[src/sv/cfd_pkg.sv]
// Shared types, constants and the byte-wide CRC-32 step for the CRC-32 frame deframer.
// No dependencies; every other file imports this package.
package cfd_pkg;

    // Frame limits and field widths
    localparam int MAX_PAYLOAD_BYTES = 256;
    localparam int POS_W             = $clog2(MAX_PAYLOAD_BYTES + 1);
    localparam int LEN_FIELD_W       = 16;
    localparam int SEQ_W             = 16;
    localparam int FRAME_LEN_W       = 9;
    localparam int INDEX_W           = 8;
    localparam int STATUS_W          = 2;
    localparam int RX_CRC_W          = 24;

    // CRC-32, reflected form
    localparam logic [31:0] CRC_POLY = 32'hEDB8_8320;
    localparam logic [31:0] CRC_INIT = 32'hFFFF_FFFF;

    // Configuration port
    localparam int CFG_IDX_W  = 2;
    localparam int CFG_DATA_W = 8;
    localparam logic [CFG_IDX_W-1:0] CFG_START_FIRST  = 2'd0;
    localparam logic [CFG_IDX_W-1:0] CFG_START_SECOND = 2'd1;

    // Frame verdict codes
    localparam logic [STATUS_W-1:0] STAT_NONE = 2'd0;
    localparam logic [STATUS_W-1:0] STAT_GOOD = 2'd1;
    localparam logic [STATUS_W-1:0] STAT_BAD  = 2'd2;

    // Queue between front and back
    localparam int QUEUE_DEPTH = 2;
    localparam int QPTR_W      = (QUEUE_DEPTH > 1) ? $clog2(QUEUE_DEPTH) : 1;
    localparam int QCNT_W      = $clog2(QUEUE_DEPTH + 1);

    // Parser phases
    typedef enum logic [2:0] {
        PH_HUNT1,
        PH_HUNT2,
        PH_HEAD,
        PH_DATA,
        PH_CRC
    } phase_t;

    // One classified byte on its way from front to back
    typedef struct packed {
        logic [7:0] byte_val;
        logic       match_first;
        logic       match_second;
    } rx_item_t;

    // Queue status seen by the front and back
    typedef struct packed {
        logic full;
        logic valid;
    } queue_status_t;

    // One byte through the reflected CRC-32, eight shifts unrolled
    function automatic logic [31:0] crc32_byte(input logic [31:0] c, input logic [7:0] b);
        logic [31:0] r;
        r = c ^ {24'd0, b};
        for (int k = 0; k < 8; k++) begin
            r = (r >> 1) ^ (CRC_POLY & {32{r[0]}});
        end
        return r;
    endfunction

endpackage

[src/sv/cfd_front.sv]
// Front end of the deframer: configuration registers, input handshake and start-byte
// classification of each received byte. Depends on cfd_pkg.
module cfd_front
    import cfd_pkg::*;
(
    input  logic                  clk,
    input  logic                  rst_n,
    input  logic                  cfg_write,
    input  logic [CFG_IDX_W-1:0]  cfg_index,
    input  logic [CFG_DATA_W-1:0] cfg_data,
    input  logic                  in_valid,
    output logic                  in_stall,
    input  logic [7:0]            in_byte,
    input  queue_status_t         q_status,
    output logic                  push,
    output rx_item_t              push_item
);

    logic [7:0] start_first_reg;
    logic [7:0] start_first_next;
    logic [7:0] start_second_reg;
    logic [7:0] start_second_next;

    // Register writes; unknown indexes are dropped
    always_comb
    begin
        start_first_next  = start_first_reg;
        start_second_next = start_second_reg;
        if (cfg_write)
        begin
            if (cfg_index == CFG_START_FIRST)
            begin
                start_first_next = cfg_data;
            end
            else if (cfg_index == CFG_START_SECOND)
            begin
                start_second_next = cfg_data;
            end
        end
    end

    always_ff @(posedge clk or negedge rst_n)
    begin
        if (!rst_n)
        begin
            start_first_reg  <= 8'd0;
            start_second_reg <= 8'd0;
        end
        else
        begin
            start_first_reg  <= start_first_next;
            start_second_reg <= start_second_next;
        end
    end

    // Accept while the queue has room; tag the byte with its start matches
    assign in_stall               = q_status.full;
    assign push                   = in_valid && !q_status.full;
    assign push_item.byte_val     = in_byte;
    assign push_item.match_first  = (in_byte == start_first_reg);
    assign push_item.match_second = (in_byte == start_second_reg);

endmodule

[src/sv/cfd_queue.sv]
// Short queue of classified bytes between the deframer's front and back.
// Depends on cfd_pkg.
module cfd_queue
    import cfd_pkg::*;
(
    input  logic          clk,
    input  logic          rst_n,
    input  logic          push,
    input  rx_item_t      push_item,
    input  logic          pop,
    output queue_status_t q_status,
    output rx_item_t      pop_item
);

    rx_item_t            entry_reg [QUEUE_DEPTH];
    logic [QPTR_W-1:0]   wr_ptr_reg;
    logic [QPTR_W-1:0]   wr_ptr_next;
    logic [QPTR_W-1:0]   rd_ptr_reg;
    logic [QPTR_W-1:0]   rd_ptr_next;
    logic [QCNT_W-1:0]   count_reg;
    logic [QCNT_W-1:0]   count_next;

    localparam logic [QPTR_W-1:0] LAST_PTR = QPTR_W'(QUEUE_DEPTH - 1);
    localparam logic [QCNT_W-1:0] FULL_CNT = QCNT_W'(QUEUE_DEPTH);

    // Pointer and fill tracking
    always_comb
    begin
        wr_ptr_next = wr_ptr_reg;
        rd_ptr_next = rd_ptr_reg;
        count_next  = count_reg;
        if (push)
        begin
            wr_ptr_next = (wr_ptr_reg == LAST_PTR) ? '0 : wr_ptr_reg + 1'b1;
        end
        if (pop)
        begin
            rd_ptr_next = (rd_ptr_reg == LAST_PTR) ? '0 : rd_ptr_reg + 1'b1;
        end
        if (push && !pop)
        begin
            count_next = count_reg + 1'b1;
        end
        else if (pop && !push)
        begin
            count_next = count_reg - 1'b1;
        end
    end

    always_ff @(posedge clk or negedge rst_n)
    begin
        if (!rst_n)
        begin
            wr_ptr_reg <= '0;
            rd_ptr_reg <= '0;
            count_reg  <= '0;
        end
        else
        begin
            wr_ptr_reg <= wr_ptr_next;
            rd_ptr_reg <= rd_ptr_next;
            count_reg  <= count_next;
        end
    end

    // Entry storage
    always_ff @(posedge clk)
    begin
        if (push)
        begin
            entry_reg[wr_ptr_reg] <= push_item;
        end
    end

    assign pop_item       = entry_reg[rd_ptr_reg];
    assign q_status.valid = (count_reg != '0);
    assign q_status.full  = (count_reg == FULL_CNT);

endmodule

[src/sv/cfd_back.sv]
// Back end of the deframer: frame parser, running CRC-32 and the output register.
// Depends on cfd_pkg.
module cfd_back
    import cfd_pkg::*;
(
    input  logic                   clk,
    input  logic                   rst_n,
    input  queue_status_t          q_status,
    input  rx_item_t               pop_item,
    output logic                   pop,
    output logic                   out_valid,
    input  logic                   out_stall,
    output logic [STATUS_W-1:0]    frame_status,
    output logic [SEQ_W-1:0]       frame_seq,
    output logic [FRAME_LEN_W-1:0] frame_len,
    output logic                   payload_valid,
    output logic [7:0]             payload_byte,
    output logic [INDEX_W-1:0]     payload_index
);

    phase_t                  phase_reg;
    phase_t                  phase_next;
    logic [1:0]              cnt_reg;
    logic [1:0]              cnt_next;
    logic [POS_W-1:0]        pos_reg;
    logic [POS_W-1:0]        pos_next;
    logic [SEQ_W-1:0]        seq_reg;
    logic [SEQ_W-1:0]        seq_next;
    logic [LEN_FIELD_W-1:0]  len_reg;
    logic [LEN_FIELD_W-1:0]  len_next;
    logic [31:0]             crc_reg;
    logic [31:0]             crc_next;
    logic [RX_CRC_W-1:0]     rx_crc_reg;
    logic [RX_CRC_W-1:0]     rx_crc_next;

    logic                    out_valid_reg;
    logic [STATUS_W-1:0]     status_reg;
    logic [STATUS_W-1:0]     status_next;
    logic                    pvalid_reg;
    logic                    pvalid_next;
    logic [7:0]              pbyte_reg;
    logic [7:0]              pbyte_next;
    logic [INDEX_W-1:0]      pindex_reg;
    logic [INDEX_W-1:0]      pindex_next;

    logic [7:0]              b;
    logic [LEN_FIELD_W-1:0]  hdr_len;
    logic [POS_W-1:0]        pos_inc;
    logic [31:0]             crc_upd;
    logic [31:0]             rx_full;

    // Take the next byte when the output slot is free or being emptied
    assign pop = q_status.valid && (!out_valid_reg || !out_stall);

    assign b       = pop_item.byte_val;
    assign hdr_len = {b, rx_crc_reg[23:16]};
    assign pos_inc = pos_reg + 1'b1;
    assign crc_upd = crc32_byte(crc_reg, b);
    assign rx_full = {b, rx_crc_reg};

    // Next phase
    always_comb
    begin
        phase_next = phase_reg;
        unique case (phase_reg)
            PH_HUNT2:
            begin
                if (pop_item.match_second)
                begin
                    phase_next = PH_HEAD;
                end
                else
                begin
                    phase_next = pop_item.match_first ? PH_HUNT2 : PH_HUNT1;
                end
            end
            PH_HEAD:
            begin
                if (cnt_reg == 2'd3)
                begin
                    if (hdr_len > LEN_FIELD_W'(MAX_PAYLOAD_BYTES))
                    begin
                        phase_next = PH_HUNT1;
                    end
                    else
                    begin
                        phase_next = (hdr_len == '0) ? PH_CRC : PH_DATA;
                    end
                end
            end
            PH_DATA:
            begin
                if (LEN_FIELD_W'(pos_inc) >= len_reg)
                begin
                    phase_next = PH_CRC;
                end
            end
            PH_CRC:
            begin
                if (cnt_reg == 2'd3)
                begin
                    phase_next = PH_HUNT1;
                end
            end
            default:
            begin
                phase_next = pop_item.match_first ? PH_HUNT2 : PH_HUNT1;
            end
        endcase
    end

    // Datapath and result fields
    always_comb
    begin
        cnt_next    = cnt_reg;
        pos_next    = pos_reg;
        seq_next    = seq_reg;
        len_next    = len_reg;
        crc_next    = crc_reg;
        rx_crc_next = rx_crc_reg;
        status_next = STAT_NONE;
        pvalid_next = 1'b0;
        pbyte_next  = 8'd0;
        pindex_next = '0;
        unique case (phase_reg)
            PH_HUNT2:
            begin
                if (pop_item.match_second)
                begin
                    cnt_next    = 2'd0;
                    crc_next    = CRC_INIT;
                    rx_crc_next = '0;
                end
            end
            PH_HEAD:
            begin
                crc_next = crc_upd;
                if (cnt_reg != 2'd3)
                begin
                    rx_crc_next[{cnt_reg, 3'b000} +: 8] = b;
                    cnt_next = cnt_reg + 1'b1;
                end
                else
                begin
                    seq_next    = rx_crc_reg[15:0];
                    len_next    = hdr_len;
                    pos_next    = '0;
                    cnt_next    = 2'd0;
                    rx_crc_next = '0;
                end
            end
            PH_DATA:
            begin
                crc_next    = crc_upd;
                pvalid_next = 1'b1;
                pbyte_next  = b;
                pindex_next = INDEX_W'(pos_reg);
                pos_next    = pos_inc;
                if (LEN_FIELD_W'(pos_inc) >= len_reg)
                begin
                    cnt_next    = 2'd0;
                    rx_crc_next = '0;
                end
            end
            PH_CRC:
            begin
                if (cnt_reg != 2'd3)
                begin
                    rx_crc_next[{cnt_reg, 3'b000} +: 8] = b;
                    cnt_next = cnt_reg + 1'b1;
                end
                else
                begin
                    status_next = (rx_full == ~crc_reg) ? STAT_GOOD : STAT_BAD;
                    cnt_next    = 2'd0;
                end
            end
            default:
            begin
                cnt_next = cnt_reg;
            end
        endcase
    end

    // Parser state
    always_ff @(posedge clk or negedge rst_n)
    begin
        if (!rst_n)
        begin
            phase_reg  <= PH_HUNT1;
            cnt_reg    <= 2'd0;
            pos_reg    <= '0;
            seq_reg    <= '0;
            len_reg    <= '0;
            crc_reg    <= CRC_INIT;
            rx_crc_reg <= '0;
        end
        else if (pop)
        begin
            phase_reg  <= phase_next;
            cnt_reg    <= cnt_next;
            pos_reg    <= pos_next;
            seq_reg    <= seq_next;
            len_reg    <= len_next;
            crc_reg    <= crc_next;
            rx_crc_reg <= rx_crc_next;
        end
    end

    // Output register valid
    always_ff @(posedge clk or negedge rst_n)
    begin
        if (!rst_n)
        begin
            out_valid_reg <= 1'b0;
        end
        else if (pop)
        begin
            out_valid_reg <= 1'b1;
        end
        else if (!out_stall)
        begin
            out_valid_reg <= 1'b0;
        end
    end

    // Output register payload
    always_ff @(posedge clk)
    begin
        if (pop)
        begin
            status_reg <= status_next;
            pvalid_reg <= pvalid_next;
            pbyte_reg  <= pbyte_next;
            pindex_reg <= pindex_next;
        end
    end

    assign out_valid     = out_valid_reg;
    assign frame_status  = status_reg;
    assign frame_seq     = seq_reg;
    assign frame_len     = len_reg[FRAME_LEN_W-1:0];
    assign payload_valid = pvalid_reg;
    assign payload_byte  = pbyte_reg;
    assign payload_index = pindex_reg;

endmodule

[src/sv/crc32_frame_deframer.sv]
// Byte-serial deframer for CRC-32 protected frames: one received byte in, one result out,
// sustained at one byte per clock while out_stall is low and the queue has room. A byte is
// accepted while the two-entry queue behind the front end has room; the queue is written at
// the accepting edge and the parser loads the output register once it is free or being
// emptied, so each result on out_valid is registered. The rate is set by the parser's
// byte-wide CRC-32 update, eight reflected shifts unrolled. frame_seq and frame_len show the
// most recently decoded header and are read together with each result. Payload bytes are
// passed out as they arrive; a result with frame_status bad tells the consumer to drop the
// frame. Depends on cfd_pkg, cfd_front, cfd_queue and cfd_back.
module crc32_frame_deframer
    import cfd_pkg::*;
(
    input  logic                   clk,
    input  logic                   rst_n,
    input  logic                   cfg_write,
    input  logic [CFG_IDX_W-1:0]   cfg_index,
    input  logic [CFG_DATA_W-1:0]  cfg_data,
    input  logic                   in_valid,
    output logic                   in_stall,
    input  logic [7:0]             in_byte,
    output logic                   out_valid,
    input  logic                   out_stall,
    output logic [STATUS_W-1:0]    frame_status,
    output logic [SEQ_W-1:0]       frame_seq,
    output logic [FRAME_LEN_W-1:0] frame_len,
    output logic                   payload_valid,
    output logic [7:0]             payload_byte,
    output logic [INDEX_W-1:0]     payload_index
);

    queue_status_t q_status;
    logic          push;
    rx_item_t      push_item;
    logic          pop;
    rx_item_t      pop_item;

    cfd_front u_front (
        .clk       (clk),
        .rst_n     (rst_n),
        .cfg_write (cfg_write),
        .cfg_index (cfg_index),
        .cfg_data  (cfg_data),
        .in_valid  (in_valid),
        .in_stall  (in_stall),
        .in_byte   (in_byte),
        .q_status  (q_status),
        .push      (push),
        .push_item (push_item)
    );

    cfd_queue u_queue (
        .clk       (clk),
        .rst_n     (rst_n),
        .push      (push),
        .push_item (push_item),
        .pop       (pop),
        .q_status  (q_status),
        .pop_item  (pop_item)
    );

    cfd_back u_back (
        .clk           (clk),
        .rst_n         (rst_n),
        .q_status      (q_status),
        .pop_item      (pop_item),
        .pop           (pop),
        .out_valid     (out_valid),
        .out_stall     (out_stall),
        .frame_status  (frame_status),
        .frame_seq     (frame_seq),
        .frame_len     (frame_len),
        .payload_valid (payload_valid),
        .payload_byte  (payload_byte),
        .payload_index (payload_index)
    );

    // A verdict never rides on a payload byte
    a_verdict_not_payload: assert property (@(posedge clk) disable iff (!rst_n)
        out_valid && payload_valid |-> frame_status == STAT_NONE)
        else $error("verdict reported on a payload byte");

    // Only the three defined status codes appear
    a_status_code: assert property (@(posedge clk) disable iff (!rst_n)
        out_valid |-> (frame_status == STAT_NONE || frame_status == STAT_GOOD ||
                       frame_status == STAT_BAD))
        else $error("undefined frame status code");

    // Non-payload results carry zeroed payload fields
    a_payload_zero: assert property (@(posedge clk) disable iff (!rst_n)
        out_valid && !payload_valid |-> payload_byte == 8'd0 && payload_index == '0)
        else $error("payload fields set on a non-payload result");

    // The queue never takes a byte while full
    a_queue_no_overflow: assert property (@(posedge clk) disable iff (!rst_n)
        q_status.full |-> !push)
        else $error("push into a full queue");

endmodule

[config.mk]
export PLATFORM = sky130hd
export DESIGN_NAME = crc32_frame_deframer
export DESIGN_NICKNAME = d
export VERILOG_FILES = /design/src/sv/cfd_pkg.sv /design/src/sv/cfd_front.sv /design/src/sv/cfd_queue.sv /design/src/sv/cfd_back.sv /design/src/sv/crc32_frame_deframer.sv
export SDC_FILE = /design/constraint.sdc
export NUM_CORES = 1
export LEC_CHECK = 0
export BUFFER_PORTS_ARGS = -buffer_cell sky130_fd_sc_hd__buf_4
export CAP_MARGIN = 10
export CELL_PAD_IN_SITES_DETAIL_PLACEMENT = 1
export CELL_PAD_IN_SITES_GLOBAL_PLACEMENT = 1
export CORE_UTILIZATION = 52
export DETAILED_ROUTE_END_ITERATION = 12
export PLACE_DENSITY = 0.95
export SETUP_SLACK_MARGIN = 0.3
export SLEW_MARGIN = 10
export SYNTH_ARGS = -nofsm -noshare
export SYNTH_HDL_FRONTEND = slang
export SYNTH_SLANG_ARGS = --single-unit
[constraint.sdc]
create_clock -name clk -period 4 [get_ports clk]
set_input_delay 0.4 -clock clk [delete_from_list [all_inputs] [get_ports clk]]
set_output_delay 0.4 -clock clk [all_outputs]
set_load 0.05 [all_outputs]
* Word level (Yosys, flattened, before mapping)
Memories as Yosys holds them, arrays and structs flattened.
Cells that the tools add are included.
** Word-level totals
- Bits in writable memories :: 20
- Flip-flop bits (word level) :: 142
- Bits of input ports :: 23
- Memories kept :: 1
** Memory list
- u_queue.entry_reg :: depth 2, bits a word 10, read ports 1, clocked after Yosys merged registers in 0, wr ports 1, line cfd_queue.sv:15 : rx_item_t entry_reg [QUEUE_DEPTH];
** Operators by class
- Order comparisons :: 2
- Add/subtract/negate cells :: 7
- Multiplexer cells :: 32
- Eq/ne operators :: 18
- Bitwise logic cells :: 13
- Reduce and logical (&&, ||, !) cells :: 29
- Shift operators :: 2
** Operators with widths (count)
- $xor 31x32->32 :: 8
- $mux 24 :: 4
- $pmux 24 s4 :: 1
- $pmux 32 s2 :: 1
- $eq 32x32->1 :: 1
- $mux 32 :: 1
- $not 32->32 :: 1
- $xor 32x8->32 :: 1
- $bwmux 24 :: 1
- $shift 8x7->24 const A :: 1
- $shiftx 8x7->24 :: 1
- $pmux 9 s2 :: 1
- $eq 8x8->1 :: 2
- $ge 9x16->1 :: 1
- $gt 16x9->1 const B :: 1
- $logic_not 16->1 :: 1
- $mux 3 :: 5
- $mux 2 :: 7
- $pmux 3 s4 :: 1
- $reduce_and 3->1 :: 4
- $ne 2x1->1 const B :: 5
- $add 9x1->9 const B :: 1
- $mux 9 :: 1
- $mux 1 :: 8
- other kinds (23) :: 44

* Depth between registers and ports, before layout
An unclocked memory read counts as a cell.
- Word-level depth :: 11
- Mapped depth :: 12

* By module
From an unflattened synthesis, not the netlist that was laid out.
** Second synthesis, totals
- Cell total of the unflattened synthesis :: 639
- Area, all modules :: 8341.8 sq um
** Modules (own cells, without submodules)
- cfd_back :: cells an instance 526, instances 1, seq. area each 3188.1 sq um, area an instance 6535.0 sq um
- cfd_queue :: cells an instance 47, instances 1, seq. area each 700.7 sq um, area an instance 949.7 sq um
- cfd_front :: cells an instance 66, instances 1, seq. area each 400.4 sq um, area an instance 857.1 sq um

* Least setup slack after synthesis
No wires, ideal clock.
- Path kind :: register -> register
- Start :: register u_back.pos_reg[0]
- End :: register u_back.rx_crc_reg[10]
- Path slack :: 1.326 ns
- Data arrival time :: 2.608 ns
- Cell stages (with the launch flop) :: 12
- Required time :: 3.934 ns
- Setup time :: 0.066 ns
- Path through :: dfrtp_1 ha_1 nand3_1 nor2_1 nand3_1 xnor2_1 ha_1 o211ai_1 a21oi_1 nand3_1 nor3_1 a22o_1
** On the way
- Longest elaborated chain between the ends :: 4
** Ends and longest elaborated chain
- start: declaration :: line cfd_back.sv:25 : logic [POS_W-1:0] pos_reg;
- start signal: assignment :: line cfd_back.sv:202 : pos_reg <= pos_next;
- $add 9x1->9 :: line cfd_back.sv:57 : assign pos_inc = pos_reg + 1'b1;
- $ge 9x16->1 :: line cfd_back.sv:159 : if (LEN_FIELD_W'(pos_inc) >= len_reg)
- $ne 2x1->1 (no source line)
- $reduce_and 5->1 (no source line)
- end signal: assignment :: line cfd_back.sv:206 : rx_crc_reg <= rx_crc_next;
- end: declaration :: line cfd_back.sv:33 : logic [RX_CRC_W-1:0] rx_crc_reg;
No other way between the ends.
A chain may end at the register's enable or synchronous reset.

* Worst setup path in the final report
- Start :: register u_back.pos_reg[0]
- End :: register u_back.rx_crc_reg[3]
The elaborated chain is that of the path after synthesis.

==> impl_results.md <==
- GRT Total Usage: 0.2882
- Worst path max stage delay: approximately 430 ps
- HP Class: primary input to asynchronous set/reset pin
- Gate power share: 0.495
- Post-DP HPWL: 15500 um
- GPL Wtd Cong: a little under 0.9
- Crit. End Element: register
- Clock power frac: 0.189
- Sw Pwr: between 3 and 4 mW
- Fin crit share: 0.8314
- DRC: 0
- Layout Nets: between 700 and 800
- Initial Util: 0.5420
- Max clock buf depth: 2
- IR drop worst, VDD: about 410 uV
- H-tree Lvls: 4
- Final setup margin: a little under 700 ps
- Max FO, Critical Path: 8
- Worst-Margin Slew: about 1100 ps
- Die Width: 126.0 um
- Fmax: roughly 0.3 GHz
- Die Y: roughly 130 um
- Synthesized area per cell: 12.21 um2
- TritonCTS clock tree: built
- Startpoint types: register
- Final hold violation count: 0
- I/O pin total: 69
- Clk Latency, worst-skew pair: 440 ps
- Status: completed
- Antenna violations before repair: 0
- Area grow syn2layout: 15.51%
- Diodes inserted: 0
- Maximum capacitance violations: 0
- Sequential share of power: 0.317
- Root Driver: clkbuf_16
- CTS hold repair buffers: 0
- Fill cell count: 1463
- GR Overflow Total: 0
- Post-Route WL: 21880 um
- Clock period minus worst slack: between 3000 and 4000 ps
- Reg2reg path depth: 14
- Cells after Synth: ~660
- Worst Setup SP: u_back.pos_reg[0]
- Max Slew Vio Count: 0
- DR pass1 iterations: 4
- Global-route wire length before repair: 34020 um
- Kind of critical path: register to register
- TNS Setup: 0 ps
- Crit path arrival time: between 3000 and 4000 ps
- Yosys warnings: 0
- Vias: 5497
- FFs w/ async S/R, synth: 0.7593
- Synth Register Bits: 162
- Leakage power: 3.991 nW
- PD cells: 902.2 nW/um2
- Cell Rows: 44
- Final Setup Violations: 0
- Pin count of the biggest net entering global routing: 55
- Yosys cell types: 47
- Syn nets: 694
- Clock transition at path regs: approximately 60 ps
- DIE AREA: 15880 um2
- Critical Path RT: 4350 ps
- Sequential cell area fraction in the yosys report: 0.5364
- Crit-path cells: ha_1, nand3_1, nor2_1, nand3_1, xnor2_1, ha_1, o211ai_1, a21oi_1, nand3_1, nor3_2, nand4b_1, buf_4, buf_4, o2bb2ai_1
- Power Total: about 8.3 mW
- Final ANT Viol Nets: 0
- Critical Path Slowest Stage Cell: dfrtp_1
- Post-synth top flop: dfrtp_1
- Share of cells above drive strength 1: 0.2842
- Vias in the first global route: about 6000
- Sink Count: approximately 160
- Detailed-route wire length per cell: approximately 24 um
- Worst r2r src: u_back.pos_reg[0]
- Via-to-Cell Ratio: a little under 6
- Worst Skew: between 8 and 9 ps
- Slew headroom: 0.2393
- IO Port Bufs: 68
- Max FFs per register: 32
- Cell repeated most along the worst path: nand3_1
- Core Region: 14750 um2
- Int Pwr: 4.748 mW
- Switch share: 0.4302
- Total CTS buffers: 17
- Initial DRC count: 322
- Mapped Area: 7996 um2
- Post-synth EDFFs: 39
- Dpl ws: roughly 610 ps
- RSZ-0062 raised after global routing: no
==> power by group through the flow <==
| stage | clock network (mW) | logic (mW) | registers (mW) |
|---|---|---|---|
| global placement | 0 | 3.78 | 2.60 |
| floorplan | 0 | 2.97 | 2.69 |
| finish | 1.57 | 4.12 | 2.64 |
| global route | 1.65 | 4.37 | 2.67 |
| CTS | 1.59 | 4.10 | 2.63 |
| detailed placement | 0 | 4.03 | 2.65 |
==> worst paths after layout <==
| check | endpoint | slack [ps] |
|---|---|---|
| max | u_back.rx_crc_reg[3] | 670 |
| min | u_back.pos_reg[4] | 5 |
| max reg2reg | u_back.rx_crc_reg[3] | 670 |
| min reg2reg | u_back.out_valid | 500 |
| max in group asynchronous | u_back.crc_reg[10] | 3010 |
| min in group clk | u_queue.entry_reg[1][5] | 180 |
==> final cells by class <==
cell class              instances  area (um2)  area share
clock inverters                14       130.1     0.01409
multi-input cells             444        3486      0.3774
flip-flops and latches        162        4289      0.4644
well taps                     184       230.2     0.02493
repair buffers                 78       585.6     0.06340
inverters                      23       86.33    0.009347
clock buffers                  18       429.2     0.04646
==> cell usage in the layout, fill, tap and decap left out, types with 5 or more instances in the layout <==
cell type,instances
inv_1,21
mux2i_4,6
nand4_1,10
nand3_1,13
a21oi_1,36
edfxtp_1,39
ha_1,16
xnor2_2,9
o21ai_0,16
buf_4,78
dfstp_2,32
nand2b_1,6
clkbuf_16,17
and3_1,10
inv_6,5
nand2_1,34
mux2_2,41
dfrtp_1,91
o2bb2ai_1,16
xor2_1,41
nor2_1,57
xnor2_1,73
a22o_1,10
nor4_1,6
==> synthesized netlist by cell type (2+ instances only) <==
library cell	n	area (um2)
a22o_1	10	87.58
o2bb2ai_1	16	140.1
nand3b_1	2	15.01
and3_1	10	62.56
mux2i_2	2	27.53
nor4_1	6	37.54
o21ai_0	16	80.08
mux2i_4	6	135.1
a21oi_1	36	180.2
mux2i_1	3	30.03
dfstp_2	32	840.8
nand2b_1	6	37.54
xnor2_1	73	639.4
nand3_1	14	70.07
edfxtp_1	39	1171
nand2_1	34	127.6
buf_4	9	67.56
o21ai_1	3	15.01
nand4_1	10	62.56
xor2_2	2	32.53
xor2_1	41	359.1
mux2_2	41	461.7
or4_1	2	15.01
mux2_1	2	22.52
o22a_1	3	26.28
xnor2_2	9	146.4
nor3_1	7	35.03
xnor2_4	4	110.1
inv_1	21	78.83
inv_2	2	7.510
dfrtp_1	91	2277
nor2_1	57	214.0
clkbuf_1	15	56.30
nor2b_1	3	18.77
ha_1	16	200.2
==> per-stage QoR <==
stage | std cells | cell area, um2 | hold WS (ps) | util
global route | 923 | 9236 | 57.99 | 0.6260
floorplan | 655 | 7996 | 104.4 | -
detailed placement | 889 | 8647 | 481.7 | 0.5861
CTS | 921 | 9206 | 24.40 | 0.6240
finish | 923 | 9236 | 5.358 | 0.6260
global placement | 889 | 8647 | 463.6 | 0.5861
==> metal layers <==
layer	track usage	vias to the layer above	part of all wire
li1	-	2410	-
met1	0.3477	2836	0.40
met2	0.4937	188	0.52
met3	0.05140	63	0.039
met4	0.1538	0	0.033
met5	0	-	0
==> worst max-delay path: cells and delay by family (launching register included) <==
family          cells  cell delay, ps
flops               1             430
simple gates        6            1240
compound gates      3             540
fa+ha+maj           2             480
buf+inv             2             340
xor+xnor            1             220
==> logic make-up after synthesis <==
| logic type | after synthesis | synth area share |
|---|---|---|
| flops | 162 | 0.5364 |
| simple gates | 154 | 0.09013 |
| xor+xnor | 129 | 0.1610 |
| compound gates | 91 | 0.07260 |
| mux | 54 | 0.08465 |
| buf+inv | 49 | 0.03020 |
| fa+ha+maj | 16 | 0.02503 |
==> timing repair <==
item	CTS	global route
gates resized for setup	0	3
buffers inserted	0	2
endpoints found under the setup margin	0	17
(Power assumes the default switching activity.)
